## src/udc_pkg.sv

```systemverilog
// shared types and constants of the utf-8 decode and classify block
package udc_pkg;

    // codepoint width
    localparam int CP_W = 21;

    // default depth of the queue between decoder and classifier
    localparam int QUEUE_DEPTH_DEF = 2;

    // per-byte result status
    typedef enum logic [1:0] {
        ST_PENDING  = 2'd0,
        ST_COMPLETE = 2'd1,
        ST_INVALID  = 2'd2
    } t_status;

    // decoded item handed from the decoder to the classifier
    typedef struct packed {
        t_status          status;
        logic [CP_W-1:0]  code_point;
    } t_queue_item;

endpackage

```

## src/udc_if.sv

```systemverilog
// handshake interfaces for the byte input and the result output

interface udc_byte_if ();
    logic       valid;
    logic       ready;
    logic [7:0] data_byte;

    modport source (output valid, output data_byte, input ready);
    modport sink (input valid, input data_byte, output ready);
endinterface

interface udc_result_if import udc_pkg::*; ();
    logic            valid;
    logic            ready;
    t_status         status;
    logic [CP_W-1:0] code_point;
    logic            is_letter;
    logic            is_space;

    modport source (
        output valid, output status, output code_point,
        output is_letter, output is_space, input ready
    );
    modport sink (
        input valid, input status, input code_point,
        input is_letter, input is_space, output ready
    );
endinterface

```

## src/udc_front.sv

```systemverilog
// byte decoder: accumulator and pending count, one byte per cycle while the queue has room
module udc_front import udc_pkg::*; (
    input  logic          i_clk,
    input  logic          i_rst_n,
    udc_byte_if.sink      i_byte,
    input  logic          i_queue_ready,
    output logic          o_push,
    output t_queue_item   o_item
);

    logic [CP_W-1:0] r_acc;
    logic [CP_W-1:0] n_acc;
    logic [1:0]      r_pend;
    logic [1:0]      n_pend;
    logic [CP_W-1:0] shifted;
    logic [7:0]      b;

    assign b              = i_byte.data_byte;
    assign i_byte.ready   = i_queue_ready;
    assign o_push         = i_byte.valid && i_queue_ready;
    assign shifted        = {r_acc[CP_W-7:0], b[5:0]};

    always_comb begin
        n_acc             = r_acc;
        n_pend            = r_pend;
        o_item.status     = ST_INVALID;
        o_item.code_point = '0;
        unique casez (b)
            8'b0???????: begin
                // ascii completes as itself, accumulator kept
                n_pend            = 2'd0;
                o_item.status     = ST_COMPLETE;
                o_item.code_point = CP_W'(b[6:0]);
            end
            8'b110?????: begin
                n_acc         = CP_W'(b[4:0]);
                n_pend        = 2'd1;
                o_item.status = ST_PENDING;
            end
            8'b1110????: begin
                n_acc         = CP_W'(b[3:0]);
                n_pend        = 2'd2;
                o_item.status = ST_PENDING;
            end
            8'b11110???: begin
                n_acc         = CP_W'(b[2:0]);
                n_pend        = 2'd3;
                o_item.status = ST_PENDING;
            end
            8'b10??????: begin
                // stray continuation stays invalid with state untouched
                if (r_pend != 2'd0) begin
                    n_acc  = shifted;
                    n_pend = r_pend - 2'd1;
                    if (r_pend == 2'd1) begin
                        o_item.status     = ST_COMPLETE;
                        o_item.code_point = shifted;
                    end else begin
                        o_item.status = ST_PENDING;
                    end
                end
            end
            default: begin
                // 0xf8..0xff: invalid, state untouched
                o_item.status = ST_INVALID;
            end
        endcase
    end

    always_ff @(posedge i_clk) begin
        if (!i_rst_n) begin
            r_acc  <= '0;
            r_pend <= 2'd0;
        end else if (o_push) begin
            r_acc  <= n_acc;
            r_pend <= n_pend;
        end
    end

endmodule

```

## src/udc_queue.sv

```systemverilog
// short fifo between decoder and classifier
module udc_queue import udc_pkg::*; #(
    parameter int DEPTH = QUEUE_DEPTH_DEF
) (
    input  logic         i_clk,
    input  logic         i_rst_n,
    input  logic         i_push,
    input  t_queue_item  i_item,
    output logic         o_ready,
    input  logic         i_pop,
    output logic         o_valid,
    output t_queue_item  o_item
);

    localparam int PTR_W = (DEPTH > 1) ? $clog2(DEPTH) : 1;
    localparam int CNT_W = $clog2(DEPTH + 1);

    t_queue_item      r_slot [DEPTH];
    logic [PTR_W-1:0] r_wr;
    logic [PTR_W-1:0] r_rd;
    logic [CNT_W-1:0] r_cnt;

    assign o_ready = (r_cnt != CNT_W'(DEPTH));
    assign o_valid = (r_cnt != '0);
    assign o_item  = r_slot[r_rd];

    function automatic logic [PTR_W-1:0] ptr_inc(input logic [PTR_W-1:0] p);
        ptr_inc = (p == PTR_W'(DEPTH - 1)) ? '0 : p + 1'b1;
    endfunction

    always_ff @(posedge i_clk) begin
        if (i_push) begin
            r_slot[r_wr] <= i_item;
        end
    end

    always_ff @(posedge i_clk) begin
        if (!i_rst_n) begin
            r_wr  <= '0;
            r_rd  <= '0;
            r_cnt <= '0;
        end else begin
            if (i_push) begin
                r_wr <= ptr_inc(r_wr);
            end
            if (i_pop) begin
                r_rd <= ptr_inc(r_rd);
            end
            if (i_push && !i_pop) begin
                r_cnt <= r_cnt + 1'b1;
            end else if (i_pop && !i_push) begin
                r_cnt <= r_cnt - 1'b1;
            end
        end
    end

`ifndef SYNTH
    a_no_overflow: assert property (@(posedge i_clk) disable iff (!i_rst_n)
        i_push |-> o_ready)
        else $error("queue push while full");

    a_no_underflow: assert property (@(posedge i_clk) disable iff (!i_rst_n)
        i_pop |-> o_valid)
        else $error("queue pop while empty");
`endif

endmodule

```

## src/udc_back.sv

```systemverilog
// classifier and output register
module udc_back import udc_pkg::*; (
    input  logic          i_clk,
    input  logic          i_rst_n,
    input  logic          i_valid,
    input  t_queue_item   i_item,
    output logic          o_pop,
    udc_result_if.source  o_res
);

    localparam logic [CP_W-1:0] CJK_LO    = CP_W'('h4E00);
    localparam logic [CP_W-1:0] CJK_HI    = CP_W'('h9FFF);
    localparam logic [CP_W-1:0] LETLIK_LO = CP_W'('h2100);
    localparam logic [CP_W-1:0] LETLIK_HI = CP_W'('h214F);
    localparam logic [CP_W-1:0] NNBSP     = CP_W'('h202F);
    localparam logic [CP_W-1:0] WJ        = CP_W'('h2060);
    localparam logic [CP_W-1:0] FIGSP     = CP_W'('h2007);

    function automatic logic in_rng(input logic [CP_W-1:0] v,
                                    input logic [CP_W-1:0] lo,
                                    input logic [CP_W-1:0] hi);
        in_rng = (v >= lo) && (v <= hi);
    endfunction

    function automatic logic letter_test(input logic [CP_W-1:0] cp);
        letter_test = in_rng(cp, CP_W'('h41), CP_W'('h5A))
                   || in_rng(cp, CP_W'('h61), CP_W'('h7A))
                   || in_rng(cp, CP_W'('hC0), CP_W'('h2AF))
                   || in_rng(cp, CP_W'('h370), CP_W'('h52F))
                   || in_rng(cp, LETLIK_LO, LETLIK_HI)
                   || in_rng(cp, CJK_LO, CJK_HI);
    endfunction

    function automatic logic space_test(input logic [CP_W-1:0] cp);
        space_test = in_rng(cp, CP_W'('h09), CP_W'('h0D))
                  || (cp == CP_W'('h20)) || (cp == CP_W'('hA0))
                  || (cp == FIGSP) || (cp == NNBSP) || (cp == WJ);
    endfunction

    logic            r_valid;
    t_status         r_status;
    logic [CP_W-1:0] r_cp;
    logic            r_letter;
    logic            r_space;
    logic            done;

    assign o_pop = i_valid && (!r_valid || o_res.ready);
    assign done  = (i_item.status == ST_COMPLETE);

    always_ff @(posedge i_clk) begin
        if (!i_rst_n) begin
            r_valid <= 1'b0;
        end else if (o_pop) begin
            r_valid <= 1'b1;
        end else if (o_res.ready) begin
            r_valid <= 1'b0;
        end
    end

    always_ff @(posedge i_clk) begin
        if (o_pop) begin
            r_status <= i_item.status;
            r_cp     <= i_item.code_point;
            r_letter <= done && letter_test(i_item.code_point);
            r_space  <= done && space_test(i_item.code_point);
        end
    end

    assign o_res.valid      = r_valid;
    assign o_res.status     = r_status;
    assign o_res.code_point = r_cp;
    assign o_res.is_letter  = r_letter;
    assign o_res.is_space   = r_space;

`ifndef SYNTH
    a_flags_only_complete: assert property (@(posedge i_clk) disable iff (!i_rst_n)
        (r_valid && (r_status != ST_COMPLETE)) |->
            ((r_cp == '0) && !r_letter && !r_space))
        else $error("payload set on non-complete result");

    a_letter_space_disjoint: assert property (@(posedge i_clk) disable iff (!i_rst_n)
        r_valid |-> !(r_letter && r_space))
        else $error("codepoint flagged as letter and space");
`endif

endmodule

```

## src/utf8_decode_classify_core.sv

```systemverilog
// top level of the utf-8 decode and classify block
//
// byte-serial utf-8 decoder: every accepted byte gives exactly one result item
// with a status (pending, complete or invalid), the codepoint when complete,
// and letter and space flags for complete codepoints. the decoder takes one
// byte per clock while the fifo has room; that rate is set by the update of
// the accumulator and pending count in the decoder for each accepted byte.
// an accepted byte is written into the fifo, then moved into the result
// register of the classifier when that register is free, and shown from there.
// a short fifo (QUEUE_DEPTH items) sits between the decoder and the
// classifier so a stalled result port does not back up the decoder at once;
// input ready drops only when that fifo is full. no overlong or surrogate
// checks are made; a new lead byte drops an unfinished sequence, and bytes
// 0xf8..0xff or a stray continuation report invalid without touching state
module utf8_decode_classify_core import udc_pkg::*; #(
    parameter int QUEUE_DEPTH = QUEUE_DEPTH_DEF
) (
    input  logic          i_clk,
    input  logic          i_rst_n,
    udc_byte_if.sink      i_byte,
    udc_result_if.source  o_res
);

    // decoder to queue
    logic        push;
    logic        queue_ready;
    t_queue_item push_item;

    // queue to classifier
    logic        head_valid;
    logic        pop;
    t_queue_item head_item;

    // front: decodes each byte and keeps the sequence state
    udc_front u_front (
        .i_clk         (i_clk),
        .i_rst_n       (i_rst_n),
        .i_byte        (i_byte),
        .i_queue_ready (queue_ready),
        .o_push        (push),
        .o_item        (push_item)
    );

    // decoupling fifo
    udc_queue #(
        .DEPTH (QUEUE_DEPTH)
    ) u_queue (
        .i_clk   (i_clk),
        .i_rst_n (i_rst_n),
        .i_push  (push),
        .i_item  (push_item),
        .o_ready (queue_ready),
        .i_pop   (pop),
        .o_valid (head_valid),
        .o_item  (head_item)
    );

    // back: classifies complete codepoints and holds the result register
    udc_back u_back (
        .i_clk   (i_clk),
        .i_rst_n (i_rst_n),
        .i_valid (head_valid),
        .i_item  (head_item),
        .o_pop   (pop),
        .o_res   (o_res)
    );

endmodule

```

## src/flat_wrapper.sv

```systemverilog
// flat-port wrapper written by rule: the top's interface ports become plain ports
module utf8_decode_classify_core_flat import udc_pkg::*;
#(
    parameter int QUEUE_DEPTH = QUEUE_DEPTH_DEF
)
  (i_clk, i_rst_n, i_byte_valid, i_byte_data_byte, i_byte_ready, o_res_valid, o_res_status, o_res_code_point, o_res_is_letter, o_res_is_space, o_res_ready);
  udc_byte_if i_byte_i ();
  udc_result_if o_res_i ();
  input  logic i_clk;
  input  logic i_rst_n;
  input wire logic [$bits(i_byte_i.valid)-1:0] i_byte_valid;
  input wire logic [$bits(i_byte_i.data_byte)-1:0] i_byte_data_byte;
  output wire logic [$bits(i_byte_i.ready)-1:0] i_byte_ready;
  output wire logic [$bits(o_res_i.valid)-1:0] o_res_valid;
  output wire logic [$bits(o_res_i.status)-1:0] o_res_status;
  output wire logic [$bits(o_res_i.code_point)-1:0] o_res_code_point;
  output wire logic [$bits(o_res_i.is_letter)-1:0] o_res_is_letter;
  output wire logic [$bits(o_res_i.is_space)-1:0] o_res_is_space;
  input wire logic [$bits(o_res_i.ready)-1:0] o_res_ready;
  assign i_byte_i.valid = i_byte_valid;
  assign i_byte_i.data_byte = i_byte_data_byte;
  assign i_byte_ready = i_byte_i.ready;
  assign o_res_valid = o_res_i.valid;
  assign o_res_status = o_res_i.status;
  assign o_res_code_point = o_res_i.code_point;
  assign o_res_is_letter = o_res_i.is_letter;
  assign o_res_is_space = o_res_i.is_space;
  assign o_res_i.ready = o_res_ready;
  utf8_decode_classify_core #(.QUEUE_DEPTH(QUEUE_DEPTH)) u_core (.i_clk(i_clk), .i_rst_n(i_rst_n), .i_byte(i_byte_i), .o_res(o_res_i));
endmodule
```

## config.mk

```make
export PLATFORM = sky130hd
export DESIGN_NAME = utf8_decode_classify_core_flat
export DESIGN_NICKNAME = d
export VERILOG_FILES = /design/src/udc_pkg.sv /design/src/udc_if.sv /design/src/udc_front.sv /design/src/udc_queue.sv /design/src/udc_back.sv /design/src/utf8_decode_classify_core.sv /design/src/flat_wrapper.sv
export SDC_FILE = /design/constraint.sdc
export NUM_CORES = 1
export LEC_CHECK = 0
export ABC_AREA = 1
export BUFFER_PORTS_ARGS = -buffer_cell sky130_fd_sc_hd__buf_2
export CORE_AREA = 4 4 106 108
export CTS_CLUSTER_DIAMETER = 30
export CTS_CLUSTER_SIZE = 25
export DETAILED_ROUTE_END_ITERATION = 10
export DIE_AREA = 0 0 110 112
export GPL_TIMING_DRIVEN = 0
export PLACE_DENSITY = 0.61
export RECOVER_POWER = 25
export SYNTH_ARGS = -nofsm -noshare
export SYNTH_HDL_FRONTEND = slang
export SYNTH_SLANG_ARGS = --single-unit
```

## constraint.sdc

```tcl
create_clock -name i_clk -period 8.5 [get_ports i_clk]
set_input_delay 0.85 -clock i_clk [delete_from_list [all_inputs] [get_ports i_clk]]
set_output_delay 0.85 -clock i_clk [all_outputs]
set_load 0.02 [all_outputs]
```

==> results of run 1 <==
[path summary, 6_finish.rpt]
| kind | start | to | slack (ns) | depth (start not counted) |
|---|---|---|---|---|
| setup / recovery | flip-flop | u_core.u_back.o_res.is_letter$_DFFE_PP_ | 5.54 | 15 |
| hold / removal | u_core.u_queue.r_rd$_SDFFE_PN0P_ | u_core.u_queue.r_rd$_SDFFE_PN0P_ | 0.47 | 1 |
| setup reg to reg | flip-flop | u_core.u_back.o_res.is_letter$_DFFE_PP_ | 5.54 | 15 |
| hold reg to reg | u_core.u_queue.r_rd$_SDFFE_PN0P_ | u_core.u_queue.r_rd$_SDFFE_PN0P_ | 0.47 | 1 |
[flip-flops by register name, indices dropped and copies added (netlist names), named ones only]
register,count
u_core.u_back.o_res.valid,1
u_core.u_queue.r_wr,1
u_core.u_queue.r_rd,1
u_core.u_back.o_res.is_letter,1
u_core.u_front.r_acc,15
u_core.u_back.o_res.status,2
u_core.u_queue.r_slot,46
u_core.u_front.r_pend,2
u_core.u_back.o_res.is_space,1
u_core.u_back.o_res.code_point,21
u_core.u_queue.r_cnt,2
[critical path: cells and delay by family (launching register included)]
kind                   cells  cell delay, ns
DFF                        1            0.32
and+or+nand+nor           12            1.31
buffers and inverters      3            1.07
[cells by family after synthesis]
logic type                 after synthesis
adders and majority gates                3
AOI/OAI and AO/OA                       63
buffers and inverters                   84
xor gates and xnor gates                 1
and+or+nand+nor                        274
DFF                                     94
[where the power goes]
group          internal (W)  switching [W]  leakage, nW
logic              0.000172       0.000491         1.09
registers          0.000644      0.0000293        0.873
clock network      0.000154       0.000158        0.107
[metrics by stage]
stage	total power (W)	setup slack [ns]	hold slack (ns)
finish	0.00165	5.54	0.466
detailed placement	0.00139	5.74	0.446
global route	0.00177	5.21	0.491
CTS	0.00170	6.14	0.461
floorplan	0.00119	5.20	0.426
global placement	0.00137	4.48	0.440
[area by class of cell]
| type | count | area share, % |
|---|---|---|
| well taps | 136 | 3.35 |
| clock inverters | 5 | 1.06 |
| clock buffers | 11 | 3.00 |
| repair buffers | 40 | 4.31 |
| inverters | 71 | 5.27 |
| flip-flops and latches | 94 | 51.0 |
| multi-input cells | 341 | 31.0 |
| plain buffers | 13 | 1.03 |
[layer usage]
layer	track usage, %	part of all wire (%)	vias up
met5	0	0	-
met4	8.31	3.1	0
met3	2.67	3.7	23
met2	26.0	46	70
met1	21.7	47	1566
li1	-	-	1793
[layout by cell type, fill, tap and decap left out, types with 2 or more instances in the layout]
cell type  instances
nand3_1           26
nor2_4             3
o22ai_1            2
buf_2             37
nand2_2            9
nor3_2             2
a21oi_1           25
a211oi_1           8
inv_2              7
nand4_1            9
edfxtp_1          71
clkbuf_8           9
dfxtp_1           23
inv_1             63
ha_1               3
nand2_1          141
buf_8              2
nor3_1             9
nor2_1            67
nor2_2             6
clkbuf_1          14
o21ai_0           25
==> impl_metrics.yaml, run 1 <==
yosys:
  yosys.area.top_type: "edfxtp_1"
  synth_simple_gate_area_share_pct: 26.3
  syn_area_sq_um: 4540
  synth_top_area_share_pct: 46.9
  synth_top_family_by_area: "simple AND/OR/NAND/NOR gates"
  synthXorXnorAreaFrac_pct: 0.193
  synth.avg_cell_area_sq_um: 8.76
  synth_compound_area_share_pct: 7.57
  synth_edf_count: 71
  synth_cells: 519
  synth.distinct_cells: 30
  yosys_most_used_dff: "edfxtp_1"
  synth_seq_cells: 94
  ys_async_sr_fraction_pct: 0
  yosys.area_share.adder_pct: 0.826
  seq_area_frac_synth_pct: 57.0
  synth_fp_nets: 534
  synth_common_cells: "135 x nand2_1, 71 x edfxtp_1, 67 x nor2_1"
  yosysMostFrequentCell: "nand2_1"
  synth_area_leaders: "edfxtp_1 47%, nand2_1 11%, dfxtp_1 10%"
  muxShareOfSynthArea_pct: 0
  ys.warnings.count: 0
clock_tree:
  cts.sinks: 94
  cts_tree: "done"
  cts_buffers: 9
  clockBufferDepth: 2
  cts_hold_buf: 0
  cts_root_buf: "clkbuf_8"
  ctsResizeCount: 0
  path_clk_slew_ns: 0.09
  cts_setup_buffers: 0
  cts_max_level: 3
  clock_latency_ns: 0.37
timing:
  fin_crit_ns: 2.96
  relSlewSlack_pct: 28.1
  tightest_slew_ns: 1.07
  fmax_mhz: 338
  setup_violations: 0
  rsz0062_at_grt: "no"
  hold_violations: 0
  finalMaxSlewViolations: 0
  finalCritPeriodShare_pct: 34.8
  skew_ns: 0.00945
  tns_ns: 0
cells_and_area:
  fin_area_sq_um: 5080
  seq_area_sq_um: 2590
  fin_util_pct: 49.7
  drive_above_1_share_pct: 14.6
  final_nets: 585
  area_delta_synth_final_pct: 11.9
  diodes: 0
  finalNonFillerCells: 711
  nFillCells: 997
  multiInputGateArea_sq_um: 1580
routing:
  drtIter0Drc: 98
  avgRoutedWirePerCell_um: 13.5
  ant_nets: 0
  wl_um: 9600
  via_count: 3452
  avgViaCountPerCell: 4.86
  first_pass_iters: 5
  drc_errors: 0
placement:
  dp.cells: 695
  post_dp_cell_area_sq_um: 4950
  port_buffers: 38
  dp_hpwl_um: 7340
  gp_congestion: 0.884
critical_path:
  worstSetupEndpointType: "flip-flop"
  path_class: "reg2reg"
  worstPathMaxFanout: 10
  worstPathCellList: "clkbuf_1 > clkinvlp_2 > clkbuf_1 > nand2_2 > nand2_1 > nor2_4 > nand2_1 > nor2_4 > nand2_1 > nor2_1 > nand2_1 > nand2_1 > nand3_1 > nor2_1 > nor2_1"
  crit_arrival_ns: 3.07
  crit_path_frequent_cell: "nand2_1"
  slowest_delay_ns: 0.41
  cp.required_ns: 8.61
  startpoint_type: "flip-flop"
  cpMaxStageDelayCell: "clkinvlp_2"
global_routing:
  grt-ovfl-total: 0
  grt_pass1_wl_um: 15700
  antenna_found_initial: 0
  grt_start_max_net_pins: 31
  gr-usage-all-layers_pct: 16.5
  grt_pass1_vias: 3252
floorplan:
  die_h_um: 112
  core-area_sq_um: 10200
  fp.dieW_um: 110
  die-area_sq_um: 12300
  row_count: 37
  io_pins: 39
  start_util_pct: 44.4
power:
  p_leak_nw: 2.07
  peakVddDrop_uv: 188
  powerDensity_nw_per_um2: 324
outcome:
  outcome: "finished, final reports clean"
worst_hold_path:
  hold_class: "reg2reg"
run:
  maxCapViolCount: 0
Power figures use the tool's default switching activity.
==> run 2: changes to the inputs <==
- clock period: 8.5 -> 2.8 ns (I/O delays scaled with it)
==> impl_metrics.yaml, run 2 (synthesis results as in run 1) <==
outcome:
  outcome: "finished, final reports clean"
power:
  powerDensity_nw_per_um2: 962
  peakVddDrop_uv: 550
  power.total_w: 0.00486
  p_leak_nw: 2.01
clock_tree:
  clockBufferDepth: 2
  path_clk_slew_ns: 0.09
  cts_hold_buf: 0
  cts_tree: "done"
  cts_max_level: 3
  cts_root_buf: "clkbuf_8"
  cts_setup_buffers: 0
  cts.sinks: 94
  clock_latency_ns: 0.36
  ctsResizeCount: 0
  cts_buffers: 9
critical_path:
  crit_path_frequent_cell: "nand2_1"
  cp.required_ns: 2.91
  worstPathCellList: "buf_6 > inv_6 > clkbuf_1 > nand2_1 > nand2_1 > inv_2 > nor3_2 > nand2_1 > nand3_1 > nand2_1 > nand2_1 > nand3_1 > nor2_1 > nor2_1"
  cpMaxStageDelayCell: "clkbuf_1"
  worstSetupEndpointType: "flip-flop"
  path_buf_inv: 4
  crit_arrival_ns: 2.46
  cp_top_family: "simple AND/OR/NAND/NOR gates"
  path_class: "reg2reg"
  worstPathMaxFanout: 10
  startpoint_type: "flip-flop"
  slowest_delay_ns: 0.40
global_routing:
  grt-ovfl-total: 0
  grt_start_max_net_pins: 31
  grt_pass1_vias: 3284
  grt_pass1_wl_um: 15800
  antenna_found_initial: 0
  gr-usage-all-layers_pct: 16.7
timing:
  finalCritPeriodShare_pct: 83.8
  finalMaxSlewViolations: 0
  rsz0062_at_grt: "no"
  fin_crit_ns: 2.35
  setup_violations: 0
  fmax_mhz: 426
  hold_violations: 0
  skew_ns: 0.00860
  relSlewSlack_pct: 39.3
  tns_ns: 0
  tightest_slew_ns: 0.909
floorplan:
  die_h_um: 112
  core-area_sq_um: 10200
  die-area_sq_um: 12300
  fp.dieW_um: 110
  row_count: 37
  start_util_pct: 44.4
  io_pins: 39
cells_and_area:
  final_nets: 585
  layout_common_cells: "142 x nand2_1, 71 x edfxtp_1, 65 x nor2_1"
  area_delta_synth_final_pct: 11.2
  largest_reg_flops: 46
  diodes: 0
  drive_above_1_share_pct: 12.3
  fin_util_pct: 49.4
  regMostFlops: "u_core.u_queue.r_slot"
  final_common_cell: "nand2_1"
  finalNonFillerCells: 711
run:
  maxCapViolCount: 0
placement:
  port_buffers: 38
  dp.cells: 695
  dp_hpwl_um: 7140
  gp_congestion: 0.884
routing:
  drc_errors: 0
  avgRoutedWirePerCell_um: 13.3
  ant_nets: 0
  first_pass_iters: 5
  via_count: 3458
  drtIter0Drc: 127
  avgViaCountPerCell: 4.86
  wl_um: 9440
worst_hold_path:
  hold_class: "in2reg"
[run 2: final timing paths]
kind / startpoint / end / slack (ns) / cells after the start
hold reg to reg: u_core.u_front.r_acc[12]$_SDFFE_PN0P_ / u_core.u_front.r_acc[12]$_SDFFE_PN0P_ / 0.47 / 2
setup / recovery: flip-flop / u_core.u_back.o_res.is_letter$_DFFE_PP_ / 0.45 / 14
setup reg to reg: flip-flop / u_core.u_back.o_res.is_letter$_DFFE_PP_ / 0.45 / 14
hold / removal: i_rst_n / u_core.u_front.r_acc[4]$_SDFFE_PN0P_ / 0.20 / 3
[run 2: area by class of cell]
class / count / area [sq um]
Fill cell: 984 / 5180
Sequential cell: 94 / 2590
Multi-Input combinational cell: 341 / 1580
Inverter: 71 / 272
Timing Repair Buffer: 40 / 190
Tap cell: 136 / 170
Clock buffer: 10 / 128
Buffer: 13 / 81.3
Clock inverter: 6 / 37.5
[run 2: routing by layer]
| layer | GRT usage (%) | up-vias | part of all wire, % |
|---|---|---|---|
| li1 | - | 1802 | - |
| met1 | 22.5 | 1559 | 47 |
| met2 | 25.9 | 82 | 46 |
| met3 | 3.65 | 15 | 4.4 |
| met4 | 6.65 | 0 | 2.1 |
| met5 | 0 | - | 0 |
[run 2: worst register-to-register path, stage by stage, from the launching register on]
cell and delay, ns:
dfxtp_1 0.31, buf_6 0.13, inv_6 0.09, clkbuf_1 0.40, nand2_1 0.11, nand2_1 0.13
inv_2 0.09, nor3_2 0.22, nand2_1 0.10, nand3_1 0.09, nand2_1 0.05, nand2_1 0.09
nand3_1 0.08, nor2_1 0.14, nor2_1 0.05
[run 2: metrics by stage]
stage	setup slack (ns)	cell area, sq um	hold WS, ns
global placement	0.167	4910	0.437
global route	0.217	5050	0.188
floorplan	0.567	4550	0.426
detailed placement	0.556	4950	0.454
CTS	0.544	5120	0.178
finish	0.454	5050	0.197
[run 2: where the power goes]
group	leakage, nW	switching (W)	total (W)	internal, W
registers	0.873	0.0000947	0.00205	0.00196
logic	1.05	0.00150	0.00202	0.000518
clock network	0.0863	0.000469	0.000789	0.000320
